<file path="config.mk">
export PLATFORM = sky130hd
export DESIGN_NAME = line_edit_discipline
export DESIGN_NICKNAME = d
export VERILOG_FILES = /design/src/led_pkg.sv /design/src/led_ram.sv /design/src/led_ctrl.sv /design/src/led_dp.sv /design/src/line_edit_discipline.sv
export SDC_FILE = /design/constraint.sdc
export NUM_CORES = 1
export LEC_CHECK = 0
export ABC_AREA = 1
export BUFFER_PORTS_ARGS = -buffer_cell sky130_fd_sc_hd__buf_2
export CAP_MARGIN = 25
export CORE_MARGIN = 2
export CORE_UTILIZATION = 45
export CTS_CLUSTER_SIZE = 12
export DETAILED_ROUTE_END_ITERATION = 10
export GPL_TIMING_DRIVEN = 1
export PLACE_DENSITY = 0.61
export SLEW_MARGIN = 20
export SYNTH_ARGS = -nofsm -noshare
export SYNTH_HDL_FRONTEND = slang
export SYNTH_SLANG_ARGS = --single-unit
</file>
<file path="constraint.sdc">
create_clock -name i_clk -period 3.26 [get_ports i_clk]
set_clock_uncertainty 0.15 [all_clocks]
set_input_delay 0.489 -clock i_clk [delete_from_list [all_inputs] [get_ports i_clk]]
set_output_delay 0.489 -clock i_clk [all_outputs]
set_load 0.02 [all_outputs]
</file>
<file path="src/led_pkg.sv">
`default_nettype none
// ----------------------------------------------------------------------------
// led_pkg
// Shared types and constants for the line edit discipline block.
// ----------------------------------------------------------------------------
package led_pkg;

    localparam int BYTE_W = 8;
    localparam int CHAR_W = 7;
    localparam int LEN_W  = 6;

    localparam logic [CHAR_W-1:0] CHAR_SPACE = 7'h20;
    localparam logic [BYTE_W-1:0] PRINT_LO   = 8'h20;
    localparam logic [BYTE_W-1:0] PRINT_HI   = 8'h7E;

    // register indexes (word address paddr[3:2])
    localparam logic [1:0] REG_ERASE = 2'd0;
    localparam logic [1:0] REG_KILL  = 2'd1;
    localparam logic [1:0] REG_WERASE = 2'd2;
    localparam logic [1:0] REG_END   = 2'd3;

    localparam logic [BYTE_W-1:0] RST_ERASE  = 8'd127;
    localparam logic [BYTE_W-1:0] RST_KILL   = 8'd21;
    localparam logic [BYTE_W-1:0] RST_WERASE = 8'd23;
    localparam logic [BYTE_W-1:0] RST_END    = 8'd4;

    typedef enum logic [2:0] {
        ACT_ECHO         = 3'd0,
        ACT_RUBOUT       = 3'd1,
        ACT_NEWLINE_ECHO = 3'd2,
        ACT_BELL         = 3'd3,
        ACT_END          = 3'd4
    } t_action;

    typedef enum logic [2:0] {
        CLS_END,
        CLS_ERASE,
        CLS_KILL,
        CLS_WERASE,
        CLS_PRINT,
        CLS_BELL
    } t_class;

    typedef enum logic [2:0] {
        OP_NONE,
        OP_LOAD,
        OP_ERASE,
        OP_KILL,
        OP_CLR,
        OP_STORE,
        OP_POP
    } t_op;

    typedef struct packed {
        logic [BYTE_W-1:0] erase_code;
        logic [BYTE_W-1:0] kill_code;
        logic [BYTE_W-1:0] word_erase_code;
        logic [BYTE_W-1:0] end_code;
    } t_codes;

    typedef struct packed {
        t_op     op;
        logic    rd_last;   // read entry at len-1
        logic    rd_next;   // read entry at len-2 (paired with a pop)
        logic    out_load;
        t_action action;
    } t_cmd;

    typedef struct packed {
        t_class cls;
        logic   len_zero;
        logic   len_one;
        logic   full;
        logic   is_space;
        logic   out_free;
    } t_stat;

endpackage
`default_nettype wire

</file>
<file path="src/led_ram.sv">
`default_nettype none
// ----------------------------------------------------------------------------
// led_ram
// Generic single-write, single-read RAM with registered read data.
// ----------------------------------------------------------------------------
module led_ram #(
    parameter int WIDTH = 8,
    parameter int DEPTH = 16,
    parameter int AW    = (DEPTH > 1) ? $clog2(DEPTH) : 1
) (
    input  wire logic             i_clk,
    input  wire logic             i_wr_en,
    input  wire logic [AW-1:0]    i_wr_addr,
    input  wire logic [WIDTH-1:0] i_wr_data,
    input  wire logic             i_rd_en,
    input  wire logic [AW-1:0]    i_rd_addr,
    output logic      [WIDTH-1:0] o_rd_data
);

    logic [WIDTH-1:0] r_mem [DEPTH];

    always_ff @(posedge i_clk) begin
        if (i_wr_en) begin
            r_mem[i_wr_addr] <= i_wr_data;
        end
        if (i_rd_en) begin
            o_rd_data <= r_mem[i_rd_addr];
        end
    end

endmodule
`default_nettype wire

</file>
<file path="src/led_ctrl.sv">
`default_nettype none
// ----------------------------------------------------------------------------
// led_ctrl
// Sequencer: accepts one byte, decodes it, walks the word erase scan and
// hands the result to the output register.
// ----------------------------------------------------------------------------
module led_ctrl
    import led_pkg::*;
(
    input  wire logic  i_clk,
    input  wire logic  i_rst_n,
    input  wire logic  i_in_valid,
    output logic       o_in_ready,
    input  wire t_stat i_stat,
    output t_cmd       o_cmd
);

    typedef enum logic [2:0] {
        S_IDLE,
        S_DECODE,
        S_WSPACE,
        S_WWORD,
        S_DONE
    } t_state;

    t_state  r_state, n_state;
    t_action r_act, n_act;

    assign o_in_ready = (r_state == S_IDLE);

    always_comb begin
        n_state       = r_state;
        n_act         = r_act;
        o_cmd.op      = OP_NONE;
        o_cmd.rd_last = 1'b0;
        o_cmd.rd_next = 1'b0;
        o_cmd.out_load = 1'b0;
        o_cmd.action  = r_act;
        case (r_state)
            S_IDLE: begin
                if (i_in_valid) begin
                    o_cmd.op = OP_LOAD;
                    n_state  = S_DECODE;
                end
            end
            S_DECODE: begin
                n_state = S_DONE;
                case (i_stat.cls)
                    CLS_END: begin
                        o_cmd.op = OP_CLR;
                        n_act    = ACT_END;
                    end
                    CLS_ERASE: begin
                        o_cmd.op = OP_ERASE;
                        n_act    = ACT_RUBOUT;
                    end
                    CLS_KILL: begin
                        o_cmd.op = OP_KILL;
                        n_act    = ACT_RUBOUT;
                    end
                    CLS_WERASE: begin
                        o_cmd.op = OP_CLR;
                        n_act    = ACT_RUBOUT;
                        if (!i_stat.len_zero) begin
                            o_cmd.rd_last = 1'b1;
                            n_state       = S_WSPACE;
                        end
                    end
                    CLS_PRINT: begin
                        o_cmd.op = OP_STORE;
                        n_act    = i_stat.full ? ACT_NEWLINE_ECHO : ACT_ECHO;
                    end
                    default: begin
                        o_cmd.op = OP_CLR;
                        n_act    = ACT_BELL;
                    end
                endcase
            end
            S_WSPACE: begin
                // every char here is removed; a non-space starts the word phase
                o_cmd.op = OP_POP;
                if (i_stat.len_one) begin
                    n_state = S_DONE;
                end else begin
                    o_cmd.rd_next = 1'b1;
                    if (!i_stat.is_space) begin
                        n_state = S_WWORD;
                    end
                end
            end
            S_WWORD: begin
                if (i_stat.is_space) begin
                    n_state = S_DONE;
                end else begin
                    o_cmd.op = OP_POP;
                    if (i_stat.len_one) begin
                        n_state = S_DONE;
                    end else begin
                        o_cmd.rd_next = 1'b1;
                    end
                end
            end
            S_DONE: begin
                if (i_stat.out_free) begin
                    o_cmd.out_load = 1'b1;
                    n_state        = S_IDLE;
                end
            end
            default: begin
                n_state = S_IDLE;
            end
        endcase
    end

    always_ff @(posedge i_clk) begin
        if (!i_rst_n) begin
            r_state <= S_IDLE;
            r_act   <= ACT_ECHO;
        end else begin
            r_state <= n_state;
            r_act   <= n_act;
        end
    end

endmodule
`default_nettype wire

</file>
<file path="src/led_dp.sv">
`default_nettype none
// ----------------------------------------------------------------------------
// led_dp
// Datapath: byte register, line length, rubout counter, line store and
// output register.
// ----------------------------------------------------------------------------
module led_dp
    import led_pkg::*;
#(
    parameter int LINE_WIDTH = 40
) (
    input  wire logic              i_clk,
    input  wire logic              i_rst_n,
    input  wire t_codes            i_codes,
    input  wire logic [BYTE_W-1:0] i_in_byte,
    input  wire t_cmd              i_cmd,
    output t_stat                  o_stat,
    output logic                   o_out_valid,
    input  wire logic              i_out_ready,
    output logic [2:0]             o_out_action,
    output logic [BYTE_W-1:0]      o_out_echo,
    output logic [LEN_W-1:0]       o_out_rub
);

    localparam int AW = (LINE_WIDTH > 1) ? $clog2(LINE_WIDTH) : 1;
    localparam logic [LEN_W-1:0] LEN_MAX = LEN_W'(LINE_WIDTH);

    logic [BYTE_W-1:0] r_byte;
    logic [LEN_W-1:0]  r_len, n_len;
    logic [LEN_W-1:0]  r_rub, n_rub;
    logic              r_out_valid;
    t_action           r_out_action;
    logic [BYTE_W-1:0] r_out_echo;
    logic [LEN_W-1:0]  r_out_rub;

    logic              wr_en;
    logic [AW-1:0]     wr_addr;
    logic [LEN_W-1:0]  rd_idx;
    logic [CHAR_W-1:0] rd_data;
    logic              full;
    t_class            cls;

    assign full = (r_len >= LEN_MAX);

    // byte class, in priority order
    always_comb begin
        if (r_byte == i_codes.end_code && r_len == '0) begin
            cls = CLS_END;
        end else if (r_byte == i_codes.erase_code) begin
            cls = CLS_ERASE;
        end else if (r_byte == i_codes.kill_code) begin
            cls = CLS_KILL;
        end else if (r_byte == i_codes.word_erase_code) begin
            cls = CLS_WERASE;
        end else if (r_byte >= PRINT_LO && r_byte <= PRINT_HI) begin
            cls = CLS_PRINT;
        end else begin
            cls = CLS_BELL;
        end
    end

    assign o_stat.cls      = cls;
    assign o_stat.len_zero = (r_len == '0);
    assign o_stat.len_one  = (r_len == LEN_W'(1));
    assign o_stat.full     = full;
    assign o_stat.is_space = (rd_data == CHAR_SPACE);
    assign o_stat.out_free = !r_out_valid || i_out_ready;

    always_comb begin
        n_len   = r_len;
        n_rub   = r_rub;
        wr_en   = 1'b0;
        wr_addr = r_len[AW-1:0];
        case (i_cmd.op)
            OP_ERASE: begin
                if (r_len != '0) begin
                    n_len = r_len - LEN_W'(1);
                    n_rub = LEN_W'(1);
                end else begin
                    n_rub = '0;
                end
            end
            OP_KILL: begin
                n_rub = r_len;
                n_len = '0;
            end
            OP_CLR: begin
                n_rub = '0;
            end
            OP_STORE: begin
                n_rub = '0;
                wr_en = 1'b1;
                if (full) begin
                    wr_addr = '0;
                    n_len   = LEN_W'(1);
                end else begin
                    n_len = r_len + LEN_W'(1);
                end
            end
            OP_POP: begin
                n_len = r_len - LEN_W'(1);
                n_rub = r_rub + LEN_W'(1);
            end
            default: begin
            end
        endcase
    end

    assign rd_idx = i_cmd.rd_next ? (r_len - LEN_W'(2)) : (r_len - LEN_W'(1));

    led_ram #(
        .WIDTH (CHAR_W),
        .DEPTH (LINE_WIDTH),
        .AW    (AW)
    ) u_store (
        .i_clk     (i_clk),
        .i_wr_en   (wr_en),
        .i_wr_addr (wr_addr),
        .i_wr_data (r_byte[CHAR_W-1:0]),
        .i_rd_en   (i_cmd.rd_last || i_cmd.rd_next),
        .i_rd_addr (rd_idx[AW-1:0]),
        .o_rd_data (rd_data)
    );

    always_ff @(posedge i_clk) begin
        if (i_cmd.op == OP_LOAD) begin
            r_byte <= i_in_byte;
        end
        r_rub <= n_rub;
        if (i_cmd.out_load) begin
            r_out_action <= i_cmd.action;
            r_out_rub    <= r_rub;
            if (i_cmd.action == ACT_ECHO || i_cmd.action == ACT_NEWLINE_ECHO) begin
                r_out_echo <= r_byte;
            end else begin
                r_out_echo <= '0;
            end
        end
        if (!i_rst_n) begin
            r_len       <= '0;
            r_out_valid <= 1'b0;
        end else begin
            r_len <= n_len;
            if (i_cmd.out_load) begin
                r_out_valid <= 1'b1;
            end else if (i_out_ready) begin
                r_out_valid <= 1'b0;
            end
        end
    end

    assign o_out_valid  = r_out_valid;
    assign o_out_action = r_out_action;
    assign o_out_echo   = r_out_echo;
    assign o_out_rub    = r_out_rub;

endmodule
`default_nettype wire

</file>
<file path="src/line_edit_discipline.sv">
`default_nettype none
// ----------------------------------------------------------------------------
// line_edit_discipline
// Canonical line editor: one keyboard byte in, one terminal action out.
// ----------------------------------------------------------------------------
//
//  channel    dir  handshake              payload
//  ---------  ---  ---------------------  -----------------------------------
//  s_axis     in   tvalid / tready        tdata[7:0] in_byte
//  m_axis     out  tvalid / tready        tdata: action, echo_byte, rubout
//  apb        in   psel, penable, pready  4 code registers at 0x0..0xC
//
//  Steps: a byte holds the sequencer through accept, decode and result
//  load; its result is then registered in the output register. A word
//  erase inserts its scan (space phase, then word phase) between decode
//  and result load, reading the line store through its one read port.
//  A byte is accepted only while the sequencer is idle; a finished result
//  sits in the output register, so the next byte can be taken and worked
//  on while the result waits. A stalled output holds the sequencer in its
//  last step until the register frees.
//  Reset clears the line length and the output valid; the line store is
//  not cleared (only entries below the length are ever read).
//
// ----------------------------------------------------------------------------
module line_edit_discipline
    import led_pkg::*;
#(
    parameter int LINE_WIDTH = 40
) (
    input  wire logic        i_clk,
    input  wire logic        i_rst_n,
    // keyboard beats
    input  wire logic        i_s_axis_tvalid,
    output logic             o_s_axis_tready,
    input  wire logic [7:0]  i_s_axis_tdata,   // [7:0] in_byte
    // terminal action beats
    output logic             o_m_axis_tvalid,
    input  wire logic        i_m_axis_tready,
    output logic [23:0]      o_m_axis_tdata,   // [2:0] action, [10:3] echo_byte,
                                               // [16:11] rubout_count, rest zero
    // configuration
    input  wire logic        psel,
    input  wire logic        penable,
    input  wire logic        pwrite,
    input  wire logic [3:0]  paddr,
    input  wire logic [31:0] pwdata,
    output logic [31:0]      prdata,
    output logic             pready
);

    t_codes            r_codes;
    t_cmd              cmd;
    t_stat             stat;
    logic [2:0]        out_action;
    logic [BYTE_W-1:0] out_echo;
    logic [LEN_W-1:0]  out_rub;
    logic [1:0]        reg_idx;

    // register index is the word address; byte offset bits are ignored
    assign reg_idx = paddr[3:2];
    assign pready  = 1'b1;

    always_ff @(posedge i_clk) begin
        if (!i_rst_n) begin
            r_codes.erase_code      <= RST_ERASE;
            r_codes.kill_code       <= RST_KILL;
            r_codes.word_erase_code <= RST_WERASE;
            r_codes.end_code        <= RST_END;
        end else if (psel && penable && pwrite && pready) begin
            case (reg_idx)
                REG_ERASE:  r_codes.erase_code      <= pwdata[BYTE_W-1:0];
                REG_KILL:   r_codes.kill_code       <= pwdata[BYTE_W-1:0];
                REG_WERASE: r_codes.word_erase_code <= pwdata[BYTE_W-1:0];
                REG_END:    r_codes.end_code        <= pwdata[BYTE_W-1:0];
                default: begin
                end
            endcase
        end
    end

    always_comb begin
        case (reg_idx)
            REG_ERASE:  prdata = {24'd0, r_codes.erase_code};
            REG_KILL:   prdata = {24'd0, r_codes.kill_code};
            REG_WERASE: prdata = {24'd0, r_codes.word_erase_code};
            REG_END:    prdata = {24'd0, r_codes.end_code};
            default:    prdata = '0;
        endcase
    end

    // sequencer
    led_ctrl u_ctrl (
        .i_clk      (i_clk),
        .i_rst_n    (i_rst_n),
        .i_in_valid (i_s_axis_tvalid),
        .o_in_ready (o_s_axis_tready),
        .i_stat     (stat),
        .o_cmd      (cmd)
    );

    // length, counters, line store, output register
    led_dp #(
        .LINE_WIDTH (LINE_WIDTH)
    ) u_dp (
        .i_clk        (i_clk),
        .i_rst_n      (i_rst_n),
        .i_codes      (r_codes),
        .i_in_byte    (i_s_axis_tdata),
        .i_cmd        (cmd),
        .o_stat       (stat),
        .o_out_valid  (o_m_axis_tvalid),
        .i_out_ready  (i_m_axis_tready),
        .o_out_action (out_action),
        .o_out_echo   (out_echo),
        .o_out_rub    (out_rub)
    );

    assign o_m_axis_tdata = {7'd0, out_rub, out_echo, out_action};

endmodule
`default_nettype wire
</file>
# Yosys cells after proc, flatten, opt, wreduce, memory -nomap -nowiden

Memories as Yosys holds them, arrays and structs flattened. A register that Yosys moved wholly into a read port is not among the register bits.
Index checks and enable logic that the tools add are counted.

Muxes and demuxes: 42
Order comparisons: 3
Equal/unequal tests: 29
Add/subtract/negate cells: 4
Reduce and logical (&&, ||, !) cells: 25

Operator list:

| kind                | count |
|---|---|
| $pmux 32 s4         | 1 |
| $pmux 6 s4          | 2 |
| $mux 3              | 13 |
| $eq 8x8->1          | 4 |
| $mux 6              | 5 |
| $eq 3x2->1 const B  | 7 |
| $pmux 3 s3          | 2 |
| $eq 3x3->1 const B  | 5 |
| $mux 1              | 15 |
| $pmux 3 s5          | 1 |
| $add 6x1->6 const B | 2 |
| $pmux 3 s4          | 1 |
| $reduce_and 2->1    | 5 |
| $eq 3x1->1 const B  | 3 |
| $logic_not 3->1     | 3 |
| $ge 8x6->1 const B  | 1 |
| $le 8x7->1 const B  | 1 |
| $reduce_bool 4->1   | 2 |
| $eq 7x6->1 const B  | 1 |
| $eq 6x1->1 const B  | 1 |
| $ge 6x6->1 const B  | 1 |
| $logic_not 6->1     | 1 |
| $reduce_bool 6->1   | 1 |
| $sub 6x1->6 const B | 1 |
| other kinds (17)    | 24 |

Memories kept: 1
Logic and storage cells: 117
Input bits: 51
Output and inout port bits: 59
RAM bits: 280
Register bits: 76

Memories:

| memory             | depth | width | rd ports | clocked after memory_dff | write ports | line          | source |
|---|---|---|---|---|---|---|---|
| u_dp.u_store.r_mem | 40    | 7     | 1        | 1                        | 1           | led_ram.sv:20 | `logic [WIDTH-1:0] r_mem [DEPTH];` |

# Logic depth before layout (Yosys ltp)

Gate-level depths: netlist (run 1).

Word-level depth: 14
Mapped depth: 18
Depth with buffers taken out: 16

# Hierarchy

Synthesis (run 1) repeated with hierarchy kept, for this count alone.

Cell total of the unflattened synthesis: 1602
Area total of the unflattened synthesis: 16457.0 sq um

Modules (own cells, without submodules):

| module               | seq. area each (sq um) | area an instance (sq um) | cells each | times used |
|---|---|---|---|---|
| led_ram              | 8618.3                 | 11733.8                  | 971        | 1 |
| led_dp               | 1071.0                 | 2508.7                   | 303        | 1 |
| line_edit_discipline | 640.6                  | 1774.2                   | 255        | 1 |
| led_ctrl             | 120.1                  | 440.4                    | 73         | 1 |

# Worst setup path after synthesis (run 1)

No wires, ideal clock.

Path kind: reg-to-reg
Start: reg u_dp.r_byte[4]
End: mem u_dp.u_store.r_mem[1][0] (netlist bit) (enable)
Data required time: 2730 ps
Buffers on the path: 1
Clock period less this slack: 3326 ps
Arrival time: 2796 ps
Setup slack: -66 ps
Stages on the path, launching flop included: 15
Setup time: 380 ps
Cells stage by stage: edfxtp_1 -> buf_2 -> inv_1 -> or2_0 -> nand3_1 -> nor2_1 -> nand2_1 -> nand2_1 -> nand2_1 -> nand2_1 -> nand2_1 -> nand4_4 -> nand2_1 -> inv_2 -> nor3_1

Longest elaborated chain between the ends: 14
Elaborated cells between the ends (all ways): 23
Those cells by class: order compare: 2; eq/ne: 8; mux: 11; reduce/logical: 2

Ends and longest elaborated chain:

| what                                     | line           | source |
|---|---|---|
| start, declared                          | led_dp.sv:28   | `logic [BYTE_W-1:0] r_byte;` |
| start signal, assigned                   | led_dp.sv:127  | `r_byte <= i_in_byte;` |
| $ge 8x6->1 or $le 8x7->1 (tied branches) | led_dp.sv:55   | `end else if (r_byte >= PRINT_LO && r_byte <= PRINT_HI) begin` |
| $logic_and 1x1->1                        | led_dp.sv:55   |  |
| $mux 1                                   | led_dp.sv:55   |  |
| $mux 3                                   | led_dp.sv:53   | `end else if (r_byte == i_codes.word_erase_code) begin` |
| $mux 3                                   | led_dp.sv:51   | `end else if (r_byte == i_codes.kill_code) begin` |
| $mux 3                                   | led_dp.sv:49   | `end else if (r_byte == i_codes.erase_code) begin` |
| $mux 3 (*)                               | led_dp.sv:47   | `if (r_byte == i_codes.end_code && r_len == '0) begin` |
| $eq 3x3->1, or another cell as far along | led_ctrl.sv:48 | `case (i_stat.cls)` |
| $pmux 3 s3 (*)                           | led_ctrl.sv:48 |  |
| $pmux 3 s4 (*)                           | led_ctrl.sv:39 | `case (r_state)` |
| $eq 3x3->1 (*)                           | led_dp.sv:74   | `case (i_cmd.op)` |
| $mux 1                                   | led_dp.sv:74   |  |
| $mux 1                                   | led_ram.sv:23  | `if (i_wr_en) begin` |
| $mux 1 (not written as such)             | led_ram.sv:24  | `r_mem[i_wr_addr] <= i_wr_data;` |
| end, declared                            | led_ram.sv:20  |  |

Every way passes the cells marked *; elsewhere a longest branch is shown, timed or not.

# Final worst setup path (run 1)

Start: reg u_dp.r_len[1]
End: reg u_dp.u_store.o_rd_data[4] (read register of u_dp.u_store.r_mem) (data pin)

Longest elaborated chain between the ends: 7
Elaborated cells between the ends (all ways): 15
Those cells by class: add/sub: 2; eq/ne: 2; mux: 8; reduce/logical: 3

Ends and longest elaborated chain:

| what                   | line                       | source |
|---|---|---|
| start, declared        | led_dp.sv:29               | `logic [LEN_W-1:0] r_len, n_len;` |
| start signal, assigned | led_dp.sv:143              | `r_len <= n_len;` |
| $logic_not 6->1        | led_dp.sv:47, led_dp.sv:63 |  |
| $logic_and 1x1->1      | led_dp.sv:47               |  |
| $mux 3                 | led_dp.sv:47               |  |
| $eq 3x2->1             | led_ctrl.sv:48             |  |
| $mux 1                 | led_ctrl.sv:48             |  |
| $mux 1                 | led_ctrl.sv:39             |  |
| $logic_or 1x1->1       | led_dp.sv:120              | `.i_rd_en (i_cmd.rd_last \|\| i_cmd.rd_next),` |
| end, declared          | led_ram.sv:17              | `output logic [WIDTH-1:0] o_rd_data` |

Parallel ways exist; a longest one is shown, timed or not.
A chain may end at the register's enable or synchronous reset.

==> implementation parameters, run 1 <==
Parameter                              Value

Clock tree
  Clock tree buffer depth ... 3
  Total number of H-tree levels ... 2
  Clock tree root driver cell ... clkbuf_16
  Number of clock sinks ... 363
  Worst-skew pair later-pin latency ... 550 ps
  Num CTS Buffers ... 39
  CTS clk-pin slew, worst paths ... 60 ps
  Clock tree from TritonCTS ... built

Timing
  Final number of hold-violating endpoints ... 0
  Setup repair after global routing missed its margin ... no
  Number of max-slew violations in the final report ... 0
  Total negative slack for setup checks ... 0 ps
  Setup-failing EPs final ... 0
  Clock period minus final worst setup slack ... 3090 ps
  Worst relative slew slack ... 53.3%
  Post-route fraction of the period consumed by the critical path ... 94.6%
  Transition at the pin with the smallest max-transition slack ... 700 ps
  Maximum clock rate ... 324 MHz

Critical path
  Worst path arrival time ... 3220 ps
  Nature of the critical path startpoint ... flip-flop
  Maximum fanout along the worst path ... 46
  Critical path start-end classification ... flip-flop to flip-flop
  Required time of the critical path ... 3400 ps
  Start point of the critical path ... u_dp.r_len[1]
  Origin of the critical flop-to-flop path ... u_dp.r_len[1]
  Type of destination of the critical path ... flip-flop

Power
  Peak supply drop ... 0.337 mV
  Net switching power ... 3.02 mW
  Design internal power ... 8.04 mW
  Cell Pwr Density ... 571 nW/µm²
  Proportion of power drawn by flip-flops and latches ... 47.2%
  Sw Share ... 27.3%
  Final Power ... 11.1 mW
  Leakage power ... 8.06 nW
  Clock power share ... 37.0%
  Combinational cell fraction of total power ... 15.9%

Floorplanning
  Ports ... 110
  FP Rows ... 71
  Width of the die ... 198 µm
  Core outline area ... 37400 µm²
  Initial core utilization ... 45.3%
  Die boundary height ... 198 µm
  Floorplan die area ... 39300 µm²

Synthesis
  Share of flip-flops with an asynchronous set or reset after synthesis ... 0%
  Count of flip-flops with a built-in enable after synthesis ... 318
  Post-synthesis sequential element count ... 363
  Library cell with the largest summed area after synthesis ... edfxtp_1
  Syn Std Cell Area ... 17000 µm²
  Number of instances in the synthesized netlist ... 1721
  Primary FF master, synth ... edfxtp_1
  Area fraction of the dominant cell type after synthesis ... 56.3%
  Yosys synthesis warning count ... 0
  Library cells used by synthesis ... 47
  Sequential share of the synthesized area ... 61.6%
  Synthesized area divided by synthesized cell count ... 9.85 µm²
  Top post-synthesis cells by area ... edfxtp_1 (56%), nand3_1 (8.4%), nand2_1 (7.4%)

Layout
  Number of inserted diodes ... 0
  Final non-filler cell total ... 2383
  Share of the core filled with cells ... 51.8%
  Fraction of layout cells with a size suffix above 1 ... 12.9%
  Layout overhead on the synthesized area ... 14.3%
  Total Nets Final ... 1903
  Area of all placed cells without fillers ... 19400 µm²

Global routing
  Via count of the first global-routing pass ... 11500
  Largest net degree at the start of global routing ... 73
  Overflow after GRT ... 0
  Antenna violations before repair ... 0
  Global-route usage over all layers ... 22.0%
  Wire length of the first global-routing pass ... 65300 µm

Run status
  Status ... completed

Run
  Max Cap Violations ... 0

Drt
  Violation count after the first detailed-routing iteration ... 1069
  Vias per cell ... 5.14
  Number of nets still failing antenna checks after routing ... 0
  Count of unresolved DRC violations after routing ... 0
  Routed wirelength normalized by instance count ... 17.8 µm
  Detailed-routing iteration count for the pre-antenna-repair pass ... 5
  Vias after detailed routing ... 12200
  Wire length reported by the detailed router ... 42500 µm

Placement
  Placement-stage cell area ... 18100 µm²
  Final GP Congestion ... 0.888
  Placed Cells incl. Taps ... 2300
  DP HPWL ... 26600 µm
  Buffers added on ports ... 51

Worst hold path
  Startpoint of the lowest-slack hold path ... i_s_axis_tdata[2]
  Hold Path Class ... input port to flip-flop
## cell families after synthesis
| logic type | count (synthesis) | share of synthesized area [%] |
|---|---|---|
| and+or+nand+nor | 802 | 21.2 |
| buffers and inverters | 384 | 10.3 |
| DFF | 363 | 61.6 |
| AOI/OAI and AO/OA | 132 | 4.64 |
| xor gates and xnor gates | 31 | 1.65 |
| adders and majority gates | 7 | 0.516 |
| other | 2 | 0.0443 |
## registers in the layout, indices dropped and copies added (netlist names)
| name | count |
|---|---|
| r_codes | 32 |
| u_ctrl.r_act | 3 |
| u_dp.o_out_action | 3 |
| u_dp.o_out_echo | 8 |
| u_dp.r_byte | 8 |
| u_dp.o_out_rub | 6 |
| u_dp.u_store.r_mem | 280 |
| u_dp.u_store.o_rd_data | 7 |
| u_ctrl.r_state | 3 |
| u_dp.o_out_valid | 1 |
| u_dp.r_rub | 6 |
| u_dp.r_len | 6 |
## cells in the mapped netlist, drive strengths merged, types with 4 or more instances
library cell	instances
edfxtp	318
o211ai	19
a21oi	19
nand3	291
o21ai	68
o21bai	7
inv	272
dfxtp	45
nor3	29
nor2	112
nand4	16
o2111ai	4
or2	6
clkbuf	17
nand2	343
xor2	15
ha	7
buf	92
xnor2	16
o22ai	12
## critical path, cell delays in order, from the launching register on
cell and delay, ps:
dfxtp_1 330, inv_1 110, ha_1 240, nand3_4 120, nand3_4 140, nand2_4 230
nand2_8 230, nand2_4 160, buf_12 230, nand2_1 80, nand3_1 100, nand3_1 140
nand3_1 130, nand3_1 110, nand3_1 220, nand2_1 90
## stage by stage
step / worst slack [ps] / hold WS [ps]
after floorplan: -66.0 / 259
after global placement: 245 / 298
after detailed placement: 177 / 292
after CTS: 156 / 4.99
after global routing: 9.83 / 18.7
final: 175 / 33.4
## placed cells by master (no fill, tap or decap), types with 5 or more instances in the layout
cell / n
a21oi_1: 19
buf_12: 7
buf_2: 51
buf_4: 98
clkbuf_1: 14
clkbuf_16: 40
clkinv_1: 9
conb_1: 32
dfxtp_1: 45
dlygate4sd3_1: 6
edfxtp_1: 318
ha_1: 7
inv_1: 266
inv_2: 6
nand2_1: 334
nand2_2: 5
nand3_1: 286
nand4_1: 15
nor2_1: 107
nor3_1: 27
o211ai_1: 19
o21ai_0: 48
o21ai_1: 16
o21bai_1: 7
o22ai_1: 12
xnor2_1: 16
xor2_1: 14
## metal layers
metal	wire length (µm)	track usage, %	vias up
met5	0	0	-
met4	1440	8.33	0
met3	2730	3.10	86
met2	19800	35.4	403
met1	18500	30.2	5841
li1	-	-	5910
## cell type report
type	count	area, µm²
fill	3342	18000
sequential	363	10500
multi-input combinational	1004	4910
timing repair buffer	162	1190
clock buffer	54	1050
inverter	275	1030
tap	511	639
clock inverter	14	105
## final timing paths
path	cells after the start	slack [ps]	to
worst max-delay path	15	170	u_dp.u_store.o_rd_data[4]
worst min-delay path	1	30	u_dp.r_byte[2]
worst max register to register	15	170	u_dp.u_store.o_rd_data[4]
worst min register to register	0	320	u_dp.o_out_action[0]
## power groups by stage
stage / Sequential (mW) / Combinational, mW / Clock, mW
global route: 5.22 / 1.91 / 4.36
finish: 5.22 / 1.76 / 4.09
CTS: 5.22 / 1.72 / 4.18
detailed placement: 5.32 / 1.71 / 0
floorplan: 5.35 / 1.11 / 0
global placement: 5.32 / 1.69 / 0
## repair_timing
| item | CTS | global route |
|---|---|---|
| gates resized for setup | 0 | 4 |
| hold buffers | 5 | 1 |
| buffers inserted | 0 | 9 |
| hold endpoints to repair | 5 | 1 |
| setup endpoints to repair | 0 | 99 |
No activity file was read; power rests on OpenSTA's default activity.
==> inputs of run 2 (changes only) <==
--- a/config.mk
+++ b/config.mk
@@ -9,12 +9,12 @@
 export BUFFER_PORTS_ARGS = -buffer_cell sky130_fd_sc_hd__buf_2
 export CAP_MARGIN = 25
 export CORE_MARGIN = 2
-export CORE_UTILIZATION = 45
+export CORE_UTILIZATION = 55
 export CTS_CLUSTER_SIZE = 12
 export DETAILED_ROUTE_END_ITERATION = 10
 export GPL_TIMING_DRIVEN = 1
-export PLACE_DENSITY = 0.61
-export SLEW_MARGIN = 20
+export PLACE_DENSITY = 0.72
+export SLEW_MARGIN = 0
 export SYNTH_ARGS = -nofsm -noshare
 export SYNTH_HDL_FRONTEND = slang
 export SYNTH_SLANG_ARGS = --single-unit
==> run 2 against run 1 <==
Against the previous run:
- clock-buffer cell count stayed put
- first-iteration DRC count is 10% higher
- global-route usage is 3.0 points higher
- worst setup slack better by 32 ps
- critical path depth is 2 lower
- sequential cell count stayed put
- clock power hardly changed
- utilization is 11 points higher
- sequential share of layout area is 0.84 points higher
- combinational power is 3% lower
- critical path type unchanged
- critical endpoint is now u_dp.u_store.r_mem[27][5]
==> implementation parameters, run 2 (synthesis results as in run 1) <==
Parameter                              Value

Run status
  Status ... completed

Critical path
  Type of destination of the critical path ... flip-flop
  Critical path start-end classification ... flip-flop to flip-flop
  Required time of the critical path ... 3350 ps
  Maximum fanout along the worst path ... 10
  Worst path arrival time ... 3140 ps
  Nature of the critical path startpoint ... flip-flop

Drt
  Violation count after the first detailed-routing iteration ... 1179
  Vias after detailed routing ... 12300
  Routed wirelength normalized by instance count ... 17.9 µm
  Vias per cell ... 5.49
  Count of unresolved DRC violations after routing ... 0
  Wire length reported by the detailed router ... 40000 µm
  Detailed-routing iteration count for the pre-antenna-repair pass ... 5
  Number of nets still failing antenna checks after routing ... 0

Layout
  Most common cell after layout, fill and taps aside ... nand2_1
  Total Nets Final ... 1880
  Register containing the most flip-flops in the final layout ... u_dp.u_store.r_mem
  Largest registers in the final layout ... u_dp.u_store.r_mem (280), r_codes (32)
  Leading cell types in the layout, fill and taps excluded ... nand2_1 (335), edfxtp_1 (318), nand3_1 (286), inv_1 (266), nor2_1 (109)
  Max reg flops ... 280
  Final non-filler cell total ... 2240
  Share of the core filled with cells ... 62.5%
  Filler instances ... 2385
  Fraction of layout cells with a size suffix above 1 ... 12.0%
  Layout overhead on the synthesized area ... 12.5%
  Number of inserted diodes ... 0

Timing
  Number of max-slew violations in the final report ... 0
  Transition at the pin with the smallest max-transition slack ... 809 ps
  Final number of hold-violating endpoints ... 0
  Setup-failing EPs final ... 0
  Worst relative slew slack ... 45.7%
  Smallest hold slack ... 23.3 ps
  Clock period minus final worst setup slack ... 3050 ps
  Maximum clock rate ... 328 MHz
  Setup repair after global routing missed its margin ... no
  Post-route fraction of the period consumed by the critical path ... 93.6%
  Setup slack of the critical path after layout ... 207 ps

Clock tree
  Clock tree root driver cell ... clkbuf_16
  CTS clk-pin slew, worst paths ... 60 ps
  Clock tree buffer depth ... 3
  Clock tree from TritonCTS ... built
  Num CTS Buffers ... 38
  Total number of H-tree levels ... 2
  Worst-skew pair later-pin latency ... 530 ps
  Number of clock sinks ... 363

Global routing
  Antenna violations before repair ... 0
  Wire length of the first global-routing pass ... 63800 µm
  Largest net degree at the start of global routing ... 71
  Overflow after GRT ... 0
  Global-route usage over all layers ... 24.9%
  Via count of the first global-routing pass ... 11900

Power
  Peak supply drop ... 0.464 mV
  Leakage power ... 7.98 nW
  Final Power ... 11.0 mW
  Cell Pwr Density ... 578 nW/µm²

Worst hold path
  Hold Path Class ... input port to flip-flop

Run
  Max Cap Violations ... 0

Floorplanning
  Ports ... 110
  FP Rows ... 64
  Die boundary height ... 180 µm
  Floorplan die area ... 32300 µm²
  Width of the die ... 180 µm
  Core outline area ... 30500 µm²
  Initial core utilization ... 55.6%

Placement
  DP HPWL ... 25800 µm
  Final GP Congestion ... 0.926
  Buffers added on ports ... 51
  Placed Cells incl. Taps ... 2175
  Minimum setup slack after placement ... 177 ps
-- run 2: cell types whose count changed in the layout (fill, tap and decap cells not counted), moves of 2 or more --
cell           delta
buf_4            -20
dlygate4sd3_1     -5
clkbuf_1          -4
clkbuf_8          +3
clkinv_1          -3
buf_12            +2
nor2_1            +2
nor2_2            -2
-- run 2: critical path: stages, from the launching register on --
cell,delay (ps)
edfxtp_1,520
inv_1,140
nand2_1,80
nand4_1,90
nor2_1,130
nand2_1,170
nand2_1,140
nand2_1,60
nand2_1,70
nand2_1,130
nand4_4,220
nand4_1,360
nor3_1,290
buf_4,210
-- run 2: per-stage QoR --
step | TNS [ps] | area [µm²]
finish | 0 | 19100
global route | 0 | 19100
CTS | 0 | 19100
detailed placement | 0 | 17900
global placement | 0 | 17900
floorplan | -10830 | 17100
-- run 2: area by class of cell --
type / instances / area, µm² / area share (%)
Clock buffer: 54 / 1100 / 5.79
Clock inverter: 8 / 61.3 / 0.321
Inverter: 275 / 1030 / 5.41
Multi-Input combinational cell: 1004 / 4900 / 25.7
Sequential cell: 363 / 10500 / 54.8
Tap cell: 396 / 495 / 2.60
Timing Repair Buffer: 140 / 1040 / 5.46
-- run 2: final timing paths --
path	start	endpoint	slack, ps	cells after the start
max	u_dp.r_byte[2]	u_dp.u_store.r_mem[27][5]	210	13
min	i_s_axis_tdata[1]	u_dp.r_byte[1]	20	1
max reg2reg	u_dp.r_byte[2]	u_dp.u_store.r_mem[27][5]	210	13
min reg2reg	u_dp.r_rub[5]	u_dp.o_out_rub[5]	310	0
-- run 2: per-layer routing --
metal | vias up | GRT usage, % | wire, µm | part of all wire (%)
met5 | - | 0 | 0 | 0
met4 | 0 | 9.59 | 1420 | 3.6
met3 | 103 | 3.65 | 3000 | 7.5
met2 | 536 | 41.0 | 19000 | 47
met1 | 5809 | 33.7 | 16600 | 42
li1 | 5856 | - | - | -
-- run 2: repair_timing --
action                                  4_1_cts  5_1_grt
hold endpoints to repair                      1        0
hold buffers                                  1        0
endpoints found under the setup margin        0       70
gates resized for setup                       0        1
setup buffers                                 0        2
-- run 2: report_power, final --
part | internal [mW] | switching, mW
sequential | 5.17 | 0.0559
combinational | 0.519 | 1.18
clock | 2.42 | 1.68
total | 8.11 | 2.92
==> inputs of run 3 (changes only) <==
==> constraint.sdc (replaced) <==
create_clock -name i_clk -period 3.26 [get_ports i_clk]
set_clock_uncertainty 0.15 [all_clocks]
set_input_delay 0.326 -clock i_clk [delete_from_list [all_inputs] [get_ports i_clk]]
set_output_delay 0.326 -clock i_clk [all_outputs]
set_load 0.02 [all_outputs]
==> run 3 against run 2 <==
Against the previous run:
- non-clock buffer count rose by 19
- clock-buffer cell count rose by 4
- largest power group unchanged
- first-iteration DRC count rose by 13%
- highest routed layer unchanged
- critical endpoint is now u_dp.u_store.r_mem[16][3]
- die area did not move
- cell count rose by 1.1%
- critical path depth fell by 2
- global-route usage rose by 0.62 points
- wire length rose by 4.7%
- utilization rose by 0.48 points
- register-to-register slack got worse by 70 ps
- clock power fell by 3%
==> implementation parameters, run 3 (synthesis results as in run 1) <==
Parameter                              Value

Run status
  Status ... completed

Placement
  Minimum setup slack after placement ... 164 ps
  Placed Cells incl. Taps ... 2175
  Final GP Congestion ... 0.929
  Buffers added on ports ... 51
  DP HPWL ... 26200 µm

Critical path
  Most Frequent Cell on Critical Path ... nand2_1
  Required time of the critical path ... 3340 ps
  Worst path slowest cell ... edfxtp_1
  Critical path buffers and inverters ... 1
  Type of destination of the critical path ... flip-flop
  Worst path arrival time ... 3200 ps
  Critical path start-end classification ... flip-flop to flip-flop
  Largest stage delay on the critical path ... 530 ps
  Gate family responsible for the most delay along the worst path ... simple AND/OR/NAND/NOR gates
  Nature of the critical path startpoint ... flip-flop
  Maximum fanout along the worst path ... 10
  Ordered cell list for the critical path ... or2_2 -> a21oi_1 -> nand3_1 -> nand2_1 -> nand3_2 -> nand2_2 -> nand4_4 -> o31ai_1 -> nand2_1 -> nor2_1 -> buf_4

Floorplanning
  Ports ... 110
  Die boundary height ... 180 µm
  Core outline area ... 30500 µm²
  FP Rows ... 64
  Width of the die ... 180 µm
  Initial core utilization ... 55.6%
  Floorplan die area ... 32300 µm²

Drt
  Detailed-route wire length on metal 1 ... 16800 µm
  Number of nets still failing antenna checks after routing ... 0
  Highest routed layer ... met4
  Vias per cell ... 5.57
  Wire length reported by the detailed router ... 41900 µm
  Violation count after the first detailed-routing iteration ... 1337
  Routed wirelength normalized by instance count ... 18.5 µm
  Total met2 wirelength after detailed routing ... 20000 µm
  Detailed-routing iteration count for the pre-antenna-repair pass ... 6
  Count of unresolved DRC violations after routing ... 0
  Metal3 WL ... 3610 µm
  Vias after detailed routing ... 12600

Timing
  Final number of hold-violating endpoints ... 0
  Post-route fraction of the period consumed by the critical path ... 95.7%
  Transition at the pin with the smallest max-transition slack ... 867 ps
  Clock period minus final worst setup slack ... 3120 ps
  Maximum clock rate ... 320 MHz
  Number of max-slew violations in the final report ... 0
  Setup slack of the critical path after layout ... 139 ps
  Setup-failing EPs final ... 0
  Worst relative slew slack ... 41.8%

Clock tree
  Clock tree root driver cell ... clkbuf_16
  Number of clock sinks ... 363
  Num CTS Buffers ... 38
  CTS clk-pin slew, worst paths ... 60 ps
  Clock tree from TritonCTS ... built
  Total number of H-tree levels ... 2
  Clock tree buffer depth ... 3
  Worst-skew pair later-pin latency ... 530 ps

Global routing
  Wire length of the first global-routing pass ... 65400 µm
  Antenna violations before repair ... 0
  Global-route usage over all layers ... 25.5%
  Largest net degree at the start of global routing ... 55
  Overflow after GRT ... 0
  Via count of the first global-routing pass ... 12400

Layout
  Largest registers in the final layout ... u_dp.u_store.r_mem (280), r_codes (32)
  Number of inserted diodes ... 0
  Max reg flops ... 280
  Final non-filler cell total ... 2264
  Register containing the most flip-flops in the final layout ... u_dp.u_store.r_mem
  Filler instances ... 2387
  Leading cell types in the layout, fill and taps excluded ... nand2_1 (335), edfxtp_1 (318), nand3_1 (286), inv_1 (266), nor2_1 (108)
  Layout overhead on the synthesized area ... 13.4%
  Fraction of layout cells with a size suffix above 1 ... 12.0%
  Total Nets Final ... 1900
  Most common cell after layout, fill and taps aside ... nand2_1
  Share of the core filled with cells ... 63.0%

Worst hold path
  Hold Path Class ... input port to flip-flop

Power
  Leakage power ... 8.04 nW
  Cell Pwr Density ... 568 nW/µm²
  Final Power ... 10.9 mW
  Peak supply drop ... 0.480 mV

Run
  Max Cap Violations ... 0
## run 3: power by group
| part | internal (mW) | switching, mW | total (mW) |
|---|---|---|---|
| sequential | 5.17 | 0.0559 | 5.23 |
| combinational | 0.538 | 1.20 | 1.74 |
| clock | 2.28 | 1.69 | 3.97 |
| total | 7.99 | 2.94 | 10.9 |
## run 3: worst reg2reg max path: cells and delay by family (launching register included)
family	cells	cell delay (ps)
simple gates	8	1580
flops	1	530
compound gates	2	370
buf+inv	1	190
## run 3: worst paths after layout
| check | start | endpoint | slack [ps] | cells past startpoint |
|---|---|---|---|---|
| hold / removal | i_rst_n | r_codes[9] | 180 | 2 |
| hold reg to reg | u_ctrl.r_act[1] | u_dp.o_out_action[1] | 310 | 0 |
| setup / recovery | u_dp.r_byte[5] | u_dp.u_store.r_mem[16][3] | 140 | 11 |
| setup reg to reg | u_dp.r_byte[5] | u_dp.u_store.r_mem[16][3] | 140 | 11 |
## run 3: timing repair
| item | in CTS | in global routing |
|---|---|---|
| setup endpoints to repair | 0 | 172 |
| resized for setup | 0 | 3 |
| hold buffers | 17 | 0 |
| endpoints found under the hold margin | 38 | 0 |
| setup buffers | 0 | 5 |
## run 3: through the flow
step / hold slack (ps) / area (µm²) / setup TNS (ps)
final: 179 / 19200 / 0
after global routing: 199 / 19200 / -15.3
after CTS: 165 / 19200 / 0
after detailed placement: 297 / 17900 / 0
after global placement: 292 / 17900 / 0
after floorplan: 259 / 17100 / -10830
## run 3: routing by layer
| layer | vias to the layer above | track usage, % |
|---|---|---|
| li1 | 5902 | - |
| met4 | 0 | 9.27 |
| met1 | 6006 | 33.9 |
| met2 | 600 | 42.5 |
| met3 | 108 | 4.38 |
| met5 | - | 0 |
## run 3: cell type report
cell class                 instances  area [µm²]  share of cell area [%]
sequential                       363       10500                    54.3
multi-input combinational       1005        4910                    25.5
timing repair buffer             159        1220                    6.35
clock buffer                      58        1080                    5.62
inverter                         275        1030                    5.38
tap                              396         495                    2.58
clock inverter                     8        38.8                   0.202
